**src/rtl/i2a_pkg.sv**
```systemverilog
// ----------------------------------------------------------------------------
// i2a_pkg: integer to ascii field formatter package
// shared word types, codes, character constants and the digit control bundle
// ----------------------------------------------------------------------------
package i2a_pkg;

  localparam int VAL_W      = 64;
  localparam int FW_W       = 7;
  localparam int CH_W       = 7;
  localparam int MAX_WIDTH  = 64;
  localparam int DEC_DIGITS = 20;
  localparam int HEX_DIGITS = VAL_W / 4;
  localparam int DIG_W      = DEC_DIGITS * 4;
  localparam int NDIG_W     = $clog2(DEC_DIGITS + 1);
  localparam int BIT_CNT_W  = $clog2(VAL_W);

  typedef enum logic [1:0] {
    CMD_SDEC = 2'd0,
    CMD_UDEC = 2'd1,
    CMD_HEXL = 2'd2,
    CMD_HEXU = 2'd3
  } cmd_t;

  typedef enum logic [1:0] {
    SZ_32 = 2'd0,
    SZ_8  = 2'd1,
    SZ_16 = 2'd2,
    SZ_64 = 2'd3
  } size_t_t;

  localparam logic [CH_W-1:0] CH_ZERO  = 7'h30;
  localparam logic [CH_W-1:0] CH_SPACE = 7'h20;
  localparam logic [CH_W-1:0] CH_PLUS  = 7'h2B;
  localparam logic [CH_W-1:0] CH_MINUS = 7'h2D;
  localparam logic [CH_W-1:0] CH_LX    = 7'h78;
  localparam logic [CH_W-1:0] CH_UX    = 7'h58;
  localparam logic [CH_W-1:0] CH_LA    = 7'h61;
  localparam logic [CH_W-1:0] CH_UA    = 7'h41;

  typedef struct packed {
    logic [VAL_W-1:0] value;
    logic [1:0]       command;
    logic [1:0]       size_code;
    logic             alt_prefix;
    logic             plus_sign;
    logic             space_sign;
    logic             left_justify;
    logic             zero_pad;
    logic [FW_W-1:0]  field_width;
  } i2a_in_t;

  typedef struct packed {
    logic [CH_W-1:0] char_out;
    logic            last_char;
  } i2a_out_t;

  typedef struct packed {
    logic load_dec;
    logic load_hex;
    logic dabble;
    logic shift;
  } i2a_dig_ctl_t;

  typedef enum logic [3:0] {
    ST_IDLE,
    ST_DABBLE,
    ST_NORM,
    ST_PAD_SP,
    ST_SIGN,
    ST_PAD_ZERO,
    ST_PFX0,
    ST_PFXX,
    ST_DIGIT,
    ST_PAD_POST
  } st_t;

  function automatic logic [CH_W-1:0] digit_char(input logic [3:0] d, input logic upper);
    logic [CH_W-1:0] base;
    base = upper ? CH_UA : CH_LA;
    if (d < 4'd10) begin
      digit_char = CH_ZERO + {3'b000, d};
    end else begin
      digit_char = base + {3'b000, d} - 7'd10;
    end
  endfunction

endpackage

```
**src/rtl/i2a_digits.sv**
```systemverilog
// ----------------------------------------------------------------------------
// i2a_digits: digit shift register
// bit-serial binary to bcd (shift and add three) and nibble-wise digit shifting
// ----------------------------------------------------------------------------
module i2a_digits (
  input  logic                     clk,
  input  i2a_pkg::i2a_dig_ctl_t    ctl,
  input  logic [i2a_pkg::VAL_W-1:0] load_val,
  output logic [3:0]               top_digit
);
  import i2a_pkg::*;

  logic [VAL_W-1:0] bin_r, bin_nxt;
  logic [DIG_W-1:0] bcd_r, bcd_nxt;
  logic [DIG_W-1:0] adj;

  always_comb begin
    for (int i = 0; i < DEC_DIGITS; i++) begin
      adj[i*4 +: 4] = (bcd_r[i*4 +: 4] >= 4'd5) ? bcd_r[i*4 +: 4] + 4'd3 : bcd_r[i*4 +: 4];
    end
  end

  always_comb begin
    bin_nxt = bin_r;
    bcd_nxt = bcd_r;
    if (ctl.load_dec) begin
      bin_nxt = load_val;
      bcd_nxt = '0;
    end else if (ctl.load_hex) begin
      bcd_nxt = {load_val, {(DIG_W-VAL_W){1'b0}}};
    end else if (ctl.dabble) begin
      bcd_nxt = {adj[DIG_W-2:0], bin_r[VAL_W-1]};
      bin_nxt = {bin_r[VAL_W-2:0], 1'b0};
    end else if (ctl.shift) begin
      bcd_nxt = {bcd_r[DIG_W-5:0], 4'b0000};
    end
  end

  always_ff @(posedge clk) begin
    bin_r <= bin_nxt;
    bcd_r <= bcd_nxt;
  end

  assign top_digit = bcd_r[DIG_W-1 -: 4];

endmodule

```
**src/rtl/integer_to_ascii_field_formatter.sv**
```systemverilog
// ----------------------------------------------------------------------------
// integer_to_ascii_field_formatter
// renders one integer request as a padded ascii field, one character per word
//
//   channel  dir  handshake          word
//   in_      in   in_valid/in_stall  i2a_in_t  (operand, kind, size, flags, width)
//   out_     out  out_valid/out_stall i2a_out_t (char_out, last_char)
//
// decimal: accept, then the shift-and-add-three dabble loop, then normalise (drop leading
// zero digits); hex: accept, then normalise; then each field segment in turn, an empty
// segment being skipped, and the characters of each non-empty one
// decimal uses the 64-step shift-and-add-three loop; one character per cycle unless out_stall
// in_stall stays high from accept until every character is in the output register
// and the control is back in idle
// reset (rst_n low, synchronous) empties the output register and returns to idle
// out_stall holds the output register and pauses character generation
// ----------------------------------------------------------------------------
module integer_to_ascii_field_formatter (
  input  logic              clk,
  input  logic              rst_n,
  input  logic              in_valid,
  output logic              in_stall,
  input  i2a_pkg::i2a_in_t  in_data,
  output logic              out_valid,
  input  logic              out_stall,
  output i2a_pkg::i2a_out_t out_data
);
  import i2a_pkg::*;

  st_t state_r, state_nxt, succ_st;

  logic                 accept;
  logic                 is_sdec, neg;
  logic [VAL_W-1:0]     vt, mag;
  logic [FW_W-1:0]      width_c;

  logic                 upper_r, left_r, zpad_r, has_sign_r, pfx_r;
  logic [CH_W-1:0]      sign_ch_r;
  logic [FW_W-1:0]      width_r;
  logic [NDIG_W-1:0]    ndig_r, ndig_nxt;
  logic [BIT_CNT_W-1:0] bit_cnt_r, bit_cnt_nxt;
  logic [FW_W-1:0]      cnt_r, cnt_nxt;
  logic [FW_W-1:0]      rem_r, rem_nxt;
  logic [FW_W-1:0]      pad_r, pad_c, pad_use, total_c, succ_cnt;

  logic                 out_valid_r, out_valid_nxt;
  i2a_out_t             out_data_r, out_data_nxt;

  i2a_dig_ctl_t         dig_ctl;
  logic [3:0]           top_digit;
  logic                 out_free, is_emit, fire, advance, norm_more;
  logic [CH_W-1:0]      ch_c;

  assign accept   = in_valid && !in_stall;
  assign in_stall = (state_r != ST_IDLE);
  assign out_free = !out_valid_r || !out_stall;

  // operand truncation, sign extension and magnitude
  always_comb begin
    is_sdec = (in_data.command == CMD_SDEC);
    unique case (size_t_t'(in_data.size_code))
      SZ_8:    vt = {{(VAL_W-8){is_sdec && in_data.value[7]}}, in_data.value[7:0]};
      SZ_16:   vt = {{(VAL_W-16){is_sdec && in_data.value[15]}}, in_data.value[15:0]};
      SZ_32:   vt = {{(VAL_W-32){is_sdec && in_data.value[31]}}, in_data.value[31:0]};
      default: vt = in_data.value;
    endcase
    neg     = is_sdec && vt[VAL_W-1];
    mag     = neg ? (~vt + VAL_W'(1)) : vt;
    width_c = (in_data.field_width > FW_W'(MAX_WIDTH)) ? FW_W'(MAX_WIDTH) : in_data.field_width;
  end

  always_ff @(posedge clk) begin
    if (accept) begin
      upper_r <= (in_data.command == CMD_HEXU);
      left_r  <= in_data.left_justify;
      zpad_r  <= in_data.zero_pad;
      width_r <= width_c;
      pfx_r   <= in_data.command[1] && in_data.alt_prefix && (vt != '0);
      if (!in_data.command[1] && (neg || in_data.plus_sign || in_data.space_sign)) begin
        has_sign_r <= 1'b1;
      end else begin
        has_sign_r <= 1'b0;
      end
      sign_ch_r <= neg ? CH_MINUS : (in_data.plus_sign ? CH_PLUS : CH_SPACE);
    end
  end

  // field sizing
  always_comb begin
    total_c = FW_W'(ndig_r) + (pfx_r ? FW_W'(2) : FW_W'(0)) + FW_W'(has_sign_r);
    pad_c   = (width_r > total_c) ? width_r - total_c : '0;
    pad_use = (state_r == ST_NORM) ? pad_c : pad_r;
  end

  always_comb begin
    unique case (state_r)
      ST_NORM:     succ_st = ST_PAD_SP;
      ST_PAD_SP:   succ_st = ST_SIGN;
      ST_SIGN:     succ_st = ST_PAD_ZERO;
      ST_PAD_ZERO: succ_st = ST_PFX0;
      ST_PFX0:     succ_st = ST_PFXX;
      ST_PFXX:     succ_st = ST_DIGIT;
      ST_DIGIT:    succ_st = ST_PAD_POST;
      default:     succ_st = ST_IDLE;
    endcase
    unique case (succ_st)
      ST_PAD_SP:   succ_cnt = (!left_r && !zpad_r) ? pad_use : '0;
      ST_SIGN:     succ_cnt = FW_W'(has_sign_r);
      ST_PAD_ZERO: succ_cnt = (!left_r && zpad_r) ? pad_use : '0;
      ST_PFX0:     succ_cnt = FW_W'(pfx_r);
      ST_PFXX:     succ_cnt = FW_W'(pfx_r);
      ST_DIGIT:    succ_cnt = FW_W'(ndig_r);
      ST_PAD_POST: succ_cnt = left_r ? pad_use : '0;
      default:     succ_cnt = '0;
    endcase
  end

  assign is_emit   = (state_r inside {ST_PAD_SP, ST_SIGN, ST_PAD_ZERO, ST_PFX0, ST_PFXX,
                                      ST_DIGIT, ST_PAD_POST});
  assign fire      = is_emit && (cnt_r != '0) && out_free;
  assign advance   = (cnt_r == '0) || (fire && (cnt_r == FW_W'(1)));
  assign norm_more = (top_digit == 4'd0) && (ndig_r > NDIG_W'(1));

  // next state
  always_comb begin
    state_nxt = state_r;
    unique case (state_r)
      ST_IDLE: begin
        if (accept) begin
          state_nxt = in_data.command[1] ? ST_NORM : ST_DABBLE;
        end
      end
      ST_DABBLE: begin
        if (bit_cnt_r == BIT_CNT_W'(VAL_W-1)) begin
          state_nxt = ST_NORM;
        end
      end
      ST_NORM: begin
        if (!norm_more) begin
          state_nxt = succ_st;
        end
      end
      default: begin
        if (advance) begin
          state_nxt = succ_st;
        end
      end
    endcase
  end

  // outputs and datapath control
  always_comb begin
    dig_ctl       = '0;
    ndig_nxt      = ndig_r;
    bit_cnt_nxt   = bit_cnt_r;
    cnt_nxt       = cnt_r;
    rem_nxt       = rem_r;
    ch_c          = CH_SPACE;
    out_valid_nxt = out_valid_r && out_stall;
    out_data_nxt  = out_data_r;
    unique case (state_r)
      ST_IDLE: begin
        if (accept) begin
          dig_ctl.load_dec = !in_data.command[1];
          dig_ctl.load_hex = in_data.command[1];
          ndig_nxt         = in_data.command[1] ? NDIG_W'(HEX_DIGITS) : NDIG_W'(DEC_DIGITS);
          bit_cnt_nxt      = '0;
        end
      end
      ST_DABBLE: begin
        dig_ctl.dabble = 1'b1;
        bit_cnt_nxt    = bit_cnt_r + BIT_CNT_W'(1);
      end
      ST_NORM: begin
        if (norm_more) begin
          dig_ctl.shift = 1'b1;
          ndig_nxt      = ndig_r - NDIG_W'(1);
        end else begin
          cnt_nxt = succ_cnt;
          rem_nxt = pad_c + total_c;
        end
      end
      ST_SIGN:     ch_c = sign_ch_r;
      ST_PAD_ZERO: ch_c = CH_ZERO;
      ST_PFX0:     ch_c = CH_ZERO;
      ST_PFXX:     ch_c = upper_r ? CH_UX : CH_LX;
      ST_DIGIT:    ch_c = digit_char(top_digit, upper_r);
      default:     ch_c = CH_SPACE;
    endcase
    if (is_emit) begin
      if (fire) begin
        cnt_nxt                = cnt_r - FW_W'(1);
        rem_nxt                = rem_r - FW_W'(1);
        out_valid_nxt          = 1'b1;
        out_data_nxt.char_out  = ch_c;
        out_data_nxt.last_char = (rem_r == FW_W'(1));
        dig_ctl.shift          = (state_r == ST_DIGIT);
      end
      if (advance) begin
        cnt_nxt = succ_cnt;
      end
    end
  end

  always_ff @(posedge clk) begin
    if (!rst_n) begin
      state_r     <= ST_IDLE;
      out_valid_r <= 1'b0;
      rem_r       <= '0;
      cnt_r       <= '0;
      ndig_r      <= '0;
      bit_cnt_r   <= '0;
    end else begin
      state_r     <= state_nxt;
      out_valid_r <= out_valid_nxt;
      rem_r       <= rem_nxt;
      cnt_r       <= cnt_nxt;
      ndig_r      <= ndig_nxt;
      bit_cnt_r   <= bit_cnt_nxt;
    end
  end

  always_ff @(posedge clk) begin
    out_data_r <= out_data_nxt;
    if (state_r == ST_NORM) begin
      pad_r <= pad_c;
    end
  end

  i2a_digits u_digits (
    .clk       (clk),
    .ctl       (dig_ctl),
    .load_val  (mag),
    .top_digit (top_digit)
  );

  assign out_valid = out_valid_r;
  assign out_data  = out_data_r;

`ifndef NO_ASSERTIONS
  a_accept_starts_conv: assert property (@(posedge clk) disable iff (!rst_n)
    accept |=> (state_r == ST_DABBLE || state_r == ST_NORM))
    else $error("accepted word did not start conversion");

  a_idle_all_sent: assert property (@(posedge clk) disable iff (!rst_n)
    (state_r == ST_IDLE) |-> (rem_r == '0))
    else $error("idle with characters still owed");

  a_fire_has_rem: assert property (@(posedge clk) disable iff (!rst_n)
    fire |-> (rem_r != '0))
    else $error("character emitted beyond field length");

  a_norm_digits: assert property (@(posedge clk) disable iff (!rst_n)
    (state_r == ST_NORM) |-> (ndig_r != '0))
    else $error("digit count ran out during normalise");
`endif

endmodule
```
**config.mk**
```make
export PLATFORM = sky130hd
export DESIGN_NAME = integer_to_ascii_field_formatter
export DESIGN_NICKNAME = d
export VERILOG_FILES = /design/src/rtl/i2a_pkg.sv /design/src/rtl/i2a_digits.sv /design/src/rtl/integer_to_ascii_field_formatter.sv
export SDC_FILE = /design/constraint.sdc
export NUM_CORES = 1
export LEC_CHECK = 0
export BUFFER_PORTS_ARGS = -buffer_cell sky130_fd_sc_hd__buf_4
export CAP_MARGIN = 20
export CORE_ASPECT_RATIO = 2
export CORE_MARGIN = 10
export CORE_UTILIZATION = 35
export DETAILED_ROUTE_END_ITERATION = 10
export HOLD_SLACK_MARGIN = 0.12
export PLACE_DENSITY = 0.5
export SLEW_MARGIN = 20
export SYNTH_ARGS = -nofsm -noshare
export SYNTH_HDL_FRONTEND = slang
export SYNTH_SLANG_ARGS = --single-unit
```
**constraint.sdc**
```tcl
create_clock -name clk -period 8.9 [get_ports clk]
set_input_delay 1.335 -clock clk [delete_from_list [all_inputs] [get_ports clk]]
set_output_delay 1.335 -clock clk [all_outputs]
set_load 0.01 [all_outputs]
```
==> results of run 1 <==
layer usage:
metal | global-route usage (%) | wire, um | vias up
li1 | - | - | 6876
met1 | 21.3 | 19500 | 6739
met2 | 34.9 | 26200 | 334
met3 | 1.72 | 1650 | 85
met4 | 7.13 | 1710 | 0
met5 | 0 | 0 | -
cells in the mapped netlist, types with 34 or more instances:
| master | n |
|---|---|
| inv_1 | 81 |
| nand2_1 | 230 |
| a211oi_1 | 43 |
| xor2_1 | 34 |
| nor2_1 | 139 |
| a31oi_1 | 50 |
| edfxtp_1 | 87 |
| ha_1 | 63 |
| nor3_1 | 36 |
| o21ai_0 | 168 |
| xnor2_1 | 53 |
| o22ai_1 | 34 |
| clkbuf_1 | 95 |
| dfxtp_1 | 117 |
| a21oi_1 | 201 |
area by class of cell:
type                       instances  area [um^2]
fill                            4472        25200
multi-input combinational       1452         8990
sequential                       204         4950
timing repair buffer             112          841
tap                              540          676
clock buffer                      24          568
inverter                          83          313
clock inverter                    16          223
tightest hold or removal path, cell delays in order, from the launching register on:
cell     delay (ns)
dfxtp_1        0.31
nand2_1        0.05
nand2_1        0.04
flip-flops by register name, summed over array words and instances, names as in the netlist, 3 cells and up:
signal	count
bit_cnt_r	6
cnt_r	7
ndig_r	5
out_data	8
pad_r	7
rem_r	7
sign_ch_r	3
state_r	4
u_digits.bcd_r	80
u_digits.bin_r	64
width_r	7
power by group:
group / total, mW / internal, mW / switching (mW)
sequential: 1.77 / 1.43 / 0.348
clock: 1.04 / 0.610 / 0.435
combinational: 2.88 / 1.07 / 1.81
total: 5.70 / 3.11 / 2.59
per-stage QoR:
stage / power, mW / hold slack (ns)
floorplan: 3.88 / 0.413
global placement: 4.62 / 0.425
detailed placement: 4.67 / 0.434
CTS: 5.75 / 0.448
global route: 6.19 / 0.469
finish: 5.70 / 0.452
cell families after synthesis:
family,share of synthesized area [%]
AOI/OAI and AO/OA,30.2
xor gates and xnor gates,5.17
adders and majority gates,5.75
buffers and inverters,5.70
DFF,33.6
muxes,0.713
and+or+nand+nor,18.8
path summary, 6_finish.rpt:
check / start / to / slack (ns) / depth (start not counted)
worst max-delay path: ndig_r[0] / rem_r[6] / 4.42 / 20
worst min-delay path: pad_r[5] / pad_r[5] / 0.45 / 2
worst max register to register: ndig_r[0] / rem_r[6] / 4.42 / 20
worst min register to register: pad_r[5] / pad_r[5] / 0.45 / 2
==> run summary, run 1 <==
Asr flop ratio synth: 0%
Total GRT Usage: 18.7%
Num rows: 106
Max Fclk: 0.223 GHz
Inserted Clock Buffers: 22
Largest net degree at the start of global routing: 92
Initial DRC count: 740
Status: complete, no violations
Post-Place Cell Area: 0.0158 mm^2
Period utilization: 50.4%
Worst-path fanout max: 6
Die Height: 310 um
RSZ-0062 raised after global routing: false
Endpoints failing hold: 0
Io pins: 94
Post-synthesis register bit count: 204
Post-Layout Cell Count: 2431
Area leader, netlist: edfxtp_1
Final core utilization: 39.7%
Skew final: 0.0317 ns
Worst setup margin: 4.42 ns
Crit path launch type: flip-flop
Sink Count: 204
Max-cap check violation count: 0
Global placer's final weighted congestion: 0.872
Finished Cell Area: 0.0166 mm^2
Clk_lat worst skew: 0.55 ns
Die ar.: 0.0512 mm^2
Wirelength per Cell: 20.2 um
Post-synthesis net count: 2020
Critical path data arrival time: 4.93 ns
Drt via density: 5.77
Least-Margin Pin Slew: 1.25 ns
Worst Path Buf+Inv: 2
Commonest cells after routing, fill and taps aside: 225 x nand2_1, 201 x a21oi_1, 168 x o21ai_0
Routed via count: 14000
Gr ovfl total: 0
Syn Inst Count: 1870
IO buf count: 93
Diode count: 0
Worst path max stage delay: 0.44 ns
Die width: 165 um
Sequential fraction of the synthesis area: 33.6%
Number of global-route vias before repair: 13900
Cell area after synthesis: 0.0147 mm^2
Worst hold path type: flip-flop to flip-flop
HPWL Detailed: 35.7 mm
Share of cells above drive strength 1: 10.3%
Bufs on Longest Clock Path: 3
Rel. slew slack: 14.7%
Clock root cell: clkbuf_16
Warnings, synthesis: 0
Setup WS pre-CTS: 4.16 ns
Post-CTS Setup Inserts: 0
Dominant synthesized flop cell: dfxtp_1
Initial antenna violation count: 0
Slowest stage cell, crit path: dfxtp_1
Routed wire length: 49.1 mm
WP data required: 9.35 ns
Area grow syn2layout: 12.4%
Slew Limit Fails: 0
Endpoint class of the critical path: flip-flop
Leakage: 6.14 nW
Pwr Density: 344 mW/mm^2
Max VDD drop: 0.211 mV
Setup TNS: 0 ns
Hold buffers post-CTS: 0
WS Path Type: flip-flop to flip-flop
Placed Cells: 2390
Clk slew on worst S/H paths: 0.07 ns
Synth Area per Inst: 7.88 um^2
Global-route wire length before repair: 77.4 mm
Commonest non-fill, non-tap cell in the layout: nand2_1
CTS tree: done
Total iterations of the first detailed-routing run: 5
Final setup fails: 0
Post-route antenna net violation count: 0
Number of synthesized flops with an enable pin: 87
Worst path top cell family by delay: adder cells
Initial Util: 35.3%
Cell Chain, Critical Path: ha_1 > inv_1 > fa_1 > nand3b_1 > xnor2_1 > inv_1 > ha_1 > and4_1 > a21boi_0 > nor2_1 > nor2_1 > ha_1 > fa_1 > a21o_1 > a21oi_1 > o21bai_1 > a21oi_1 > nor3_1 > nand3b_1 > a21oi_1
CTS resizes: 0
Post-route DRC: 0
Final #Nets: 2025
Synth top area share: 17.7%
Post-synth cell types: 88
Clock period minus worst slack: 4.48 ns
H-tree levels: 1
Core footprint: 0.0418 mm^2
Synth top area cells: edfxtp_1 18%, dfxtp_1 16%, a21oi_1 6.8%
Power figures use the tool's default switching activity.
==> inputs of run 2 (changes only) <==
==> constraint.sdc (replaced) <==
create_clock -name clk -period 4.55 [get_ports clk]
set_input_delay 0.6825 -clock clk [delete_from_list [all_inputs] [get_ports clk]]
set_output_delay 0.6825 -clock clk [all_outputs]
set_load 0.01 [all_outputs]
==> run 2 against run 1 <==
  * Global-route usage increased by 0.24 points
  * Via count increased by 1.0%
  * Largest power group unchanged
  * Setup slack got worse by 4.0 ns
  * Die area unchanged
  * Cell area increased by 1.6%
  * Clock-buffer cell count increased by 6
  * Core utilization increased by 0.65 points
  * Sequential share of layout area decreased by 0.48 points
  * Critical path type unchanged
==> run summary, run 2 (synthesized netlist as in run 1, its figures left out) <==
Status: complete, no violations (unchanged)
Max reg flops: 80 (unchanged)
Num rows: 106 (unchanged)
Pwr Density: 668 mW/mm^2 (was 344 mW/mm^2)
Flop pwr share: 30.4% (was 31.1%)
Die Height: 310 um (unchanged)
Switching Power: 5.10 mW (was 2.59 mW)
Launch point of the worst reg-to-reg path: ndig_r[0] (unchanged)
Global-route wire length before repair: 77.9 mm (was 77.4 mm)
Diode count: 0 (unchanged)
Hold depth: 1 (was 2)
Final setup fails: 0 (unchanged)
IO buf count: 93 (unchanged)
RSZ-0062 raised after global routing: false (unchanged)
WP data required: 4.95 ns (was 9.35 ns)
Wirelength per Cell: 20.2 um (about the same)
Routed via count: 14200 (was 14000)
Post-route DRC: 0 (unchanged)
Slew Limit Fails: 0 (unchanged)
Max-cap check violation count: 0 (unchanged)
WS Path Type: flip-flop to flip-flop (unchanged)
Total GRT Usage: 19.0% (was 18.7%)
CTS resizes: 0 (unchanged)
Rel. slew slack: 25.0% (was 14.7%)
Share of cells above drive strength 1: 11.8% (was 10.3%)
R2R Setup Slk: 0.42 ns (was 4.42 ns)
Sw frac: 45.3% (was 45.5%)
Initial antenna violation count: 0 (unchanged)
HPWL Detailed: 36.2 mm (was 35.7 mm)
Hold buffers post-CTS: 0 (unchanged)
Worst-path fanout max: 6 (unchanged)
Initial Util: 35.3% (unchanged)
Area grow syn2layout: 14.2% (was 12.4%)
Internal: 6.14 mW (was 3.11 mW)
Post-route antenna net violation count: 0 (unchanged)
Setup TNS: 0 ns (unchanged)
Initial DRC count: 840 (was 740)
Leakage: 6.31 nW (was 6.14 nW)
Total iterations of the first detailed-routing run: 7 (was 5)
Sink Count: 204 (unchanged)
Crit path launch type: flip-flop (unchanged)
Post-CTS Setup Inserts: 0 (unchanged)
Max Fclk: 0.242 GHz (was 0.223 GHz)
Largest net degree at the start of global routing: 86 (was 92)
Worst hold path type: primary input to flip-flop (was flip-flop to flip-flop)
CTS tree: done (unchanged)
Clk slew on worst S/H paths: 0.06 ns (was 0.07 ns)
Logic pwr share: 52.5% (was 50.5%)
Drt via density: 5.75 (was 5.77)
Max VDD drop: 0.372 mV (was 0.211 mV)
Die ar.: 0.0512 mm^2 (unchanged)
Final #Nets: 2058 (was 2025)
Global placer's final weighted congestion: 0.880 (was 0.872)
Endpoint class of the critical path: flip-flop (unchanged)
Die width: 165 um (unchanged)
Gr ovfl total: 0 (unchanged)
Commonest cells after routing, fill and taps aside: 225 x nand2_1, 200 x a21oi_1, 167 x o21ai_0 (was 225 x nand2_1, 201 x a21oi_1, 168 x o21ai_0)
Number of global-route vias before repair: 14000 (was 13900)
Hold endpoint: zpad_r (was pad_r[5])
Final core utilization: 40.3% (was 39.7%)
Least-Margin Pin Slew: 1.12 ns (was 1.25 ns)
Clk_lat worst skew: 0.54 ns (was 0.55 ns)
Worst reg2reg path depth: 19 (was 20)
Crit path launch: ndig_r[0] (unchanged)
Clock network power share: 17.1% (was 18.3%)
Final hold slack: 0.327 ns (was 0.452 ns)
Commonest non-fill, non-tap cell in the layout: nand2_1 (unchanged)
Clock period minus worst slack: 4.13 ns (was 4.48 ns)
Biggest register: u_digits.bcd_r (unchanged)
Worst r2r dst: rem_r[5] (was rem_r[6])
Core footprint: 0.0418 mm^2 (unchanged)
H-tree levels: 1 (unchanged)
Inserted Clock Buffers: 23 (was 22)
Clock root cell: clkbuf_16 (unchanged)
Io pins: 94 (unchanged)
Skew final: 0.0234 ns (was 0.0317 ns)
Endpoints failing hold: 0 (unchanged)
Bufs on Longest Clock Path: 3 (unchanged)
Routed wire length: 49.7 mm (was 49.1 mm)
Hold Crit Start: in_data[7] (was pad_r[5])
Critical path data arrival time: 4.53 ns (was 4.93 ns)
Period utilization: 90.9% (was 50.4%)
==> run 2: changes by cell type in the layout (fill, tap and decap cells not counted), moves of 2 or more <==
cell | before | now
buf_12 | 0 | 5
bufinv_16 | 5 | 2
buf_4 | 112 | 139
clkinvlp_4 | 2 | 0
clkbuf_8 | 1 | 4
clkbuf_1 | 1 | 3
==> run 2: area by class of cell <==
| type | count | area [um^2] |
|---|---|---|
| fillers | 4304 | 24900 |
| clock buffers | 30 | 642 |
| repair buffers | 144 | 1140 |
| clock inverters | 11 | 105 |
| inverters | 83 | 313 |
| well taps | 540 | 676 |
| flip-flops and latches | 204 | 4950 |
| multi-input cells | 1452 | 9000 |
==> run 2: power by group through the flow <==
stage	Sequential (mW)	Clock, mW	Combinational, mW
2_1_floorplan	3.21	0	4.38
5_1_grt	3.51	2.04	6.64
4_1_cts	3.41	1.98	5.92
6_report	3.42	1.92	5.90
3_3_place_gp	3.43	0	5.81
3_5_place_dp	3.44	0	5.88
==> run 2: worst max-delay path by stage <==
stage                     to  depth (start not counted)  slack [ns]
global placement    rem_r[6]                         19        0.33
detailed placement  rem_r[6]                         19        0.29
finish              rem_r[5]                         19        0.42
global route        rem_r[5]                         19        0.02
floorplan           rem_r[6]                         20        0.34
CTS                 rem_r[6]                         19        0.27
==> run 2: through the flow <==
stage	total power [mW]	instances	setup slack (ns)	area [um^2]
3_3_place_gp	9.23	2423	0.328	16100
5_1_grt	12.2	2464	0.0162	16800
3_5_place_dp	9.32	2423	0.289	16100
6_report	11.2	2464	0.416	16800
2_1_floorplan	7.58	1870	0.343	14700
4_1_cts	11.3	2464	0.265	16800
==> run 2: worst max-delay path: stages (launching register included) <==
cell and delay [ns]:
dfxtp_1 0.42, ha_1 0.21, inv_1 0.06, fa_1 0.39
nand3b_1 0.22, xnor2_2 0.20, inv_1 0.06, ha_1 0.37
and4_1 0.23, a21boi_0 0.24, o21ai_1 0.14, nor2_1 0.20
ha_1 0.27, a21o_1 0.18, a21oi_1 0.24, o21bai_1 0.11
a21oi_1 0.19, xnor2_1 0.09, a21oi_1 0.14, nor2_1 0.04
==> run 2: routing by layer <==
layer  track usage, %  vias up  part of all wire [%]
li1                 -     6927                     -
met1             20.9     6816                    39
met2             35.9      348                    54
met3             1.91       83                   3.9
met4             7.42        0                   3.6
met5                0        -                     0
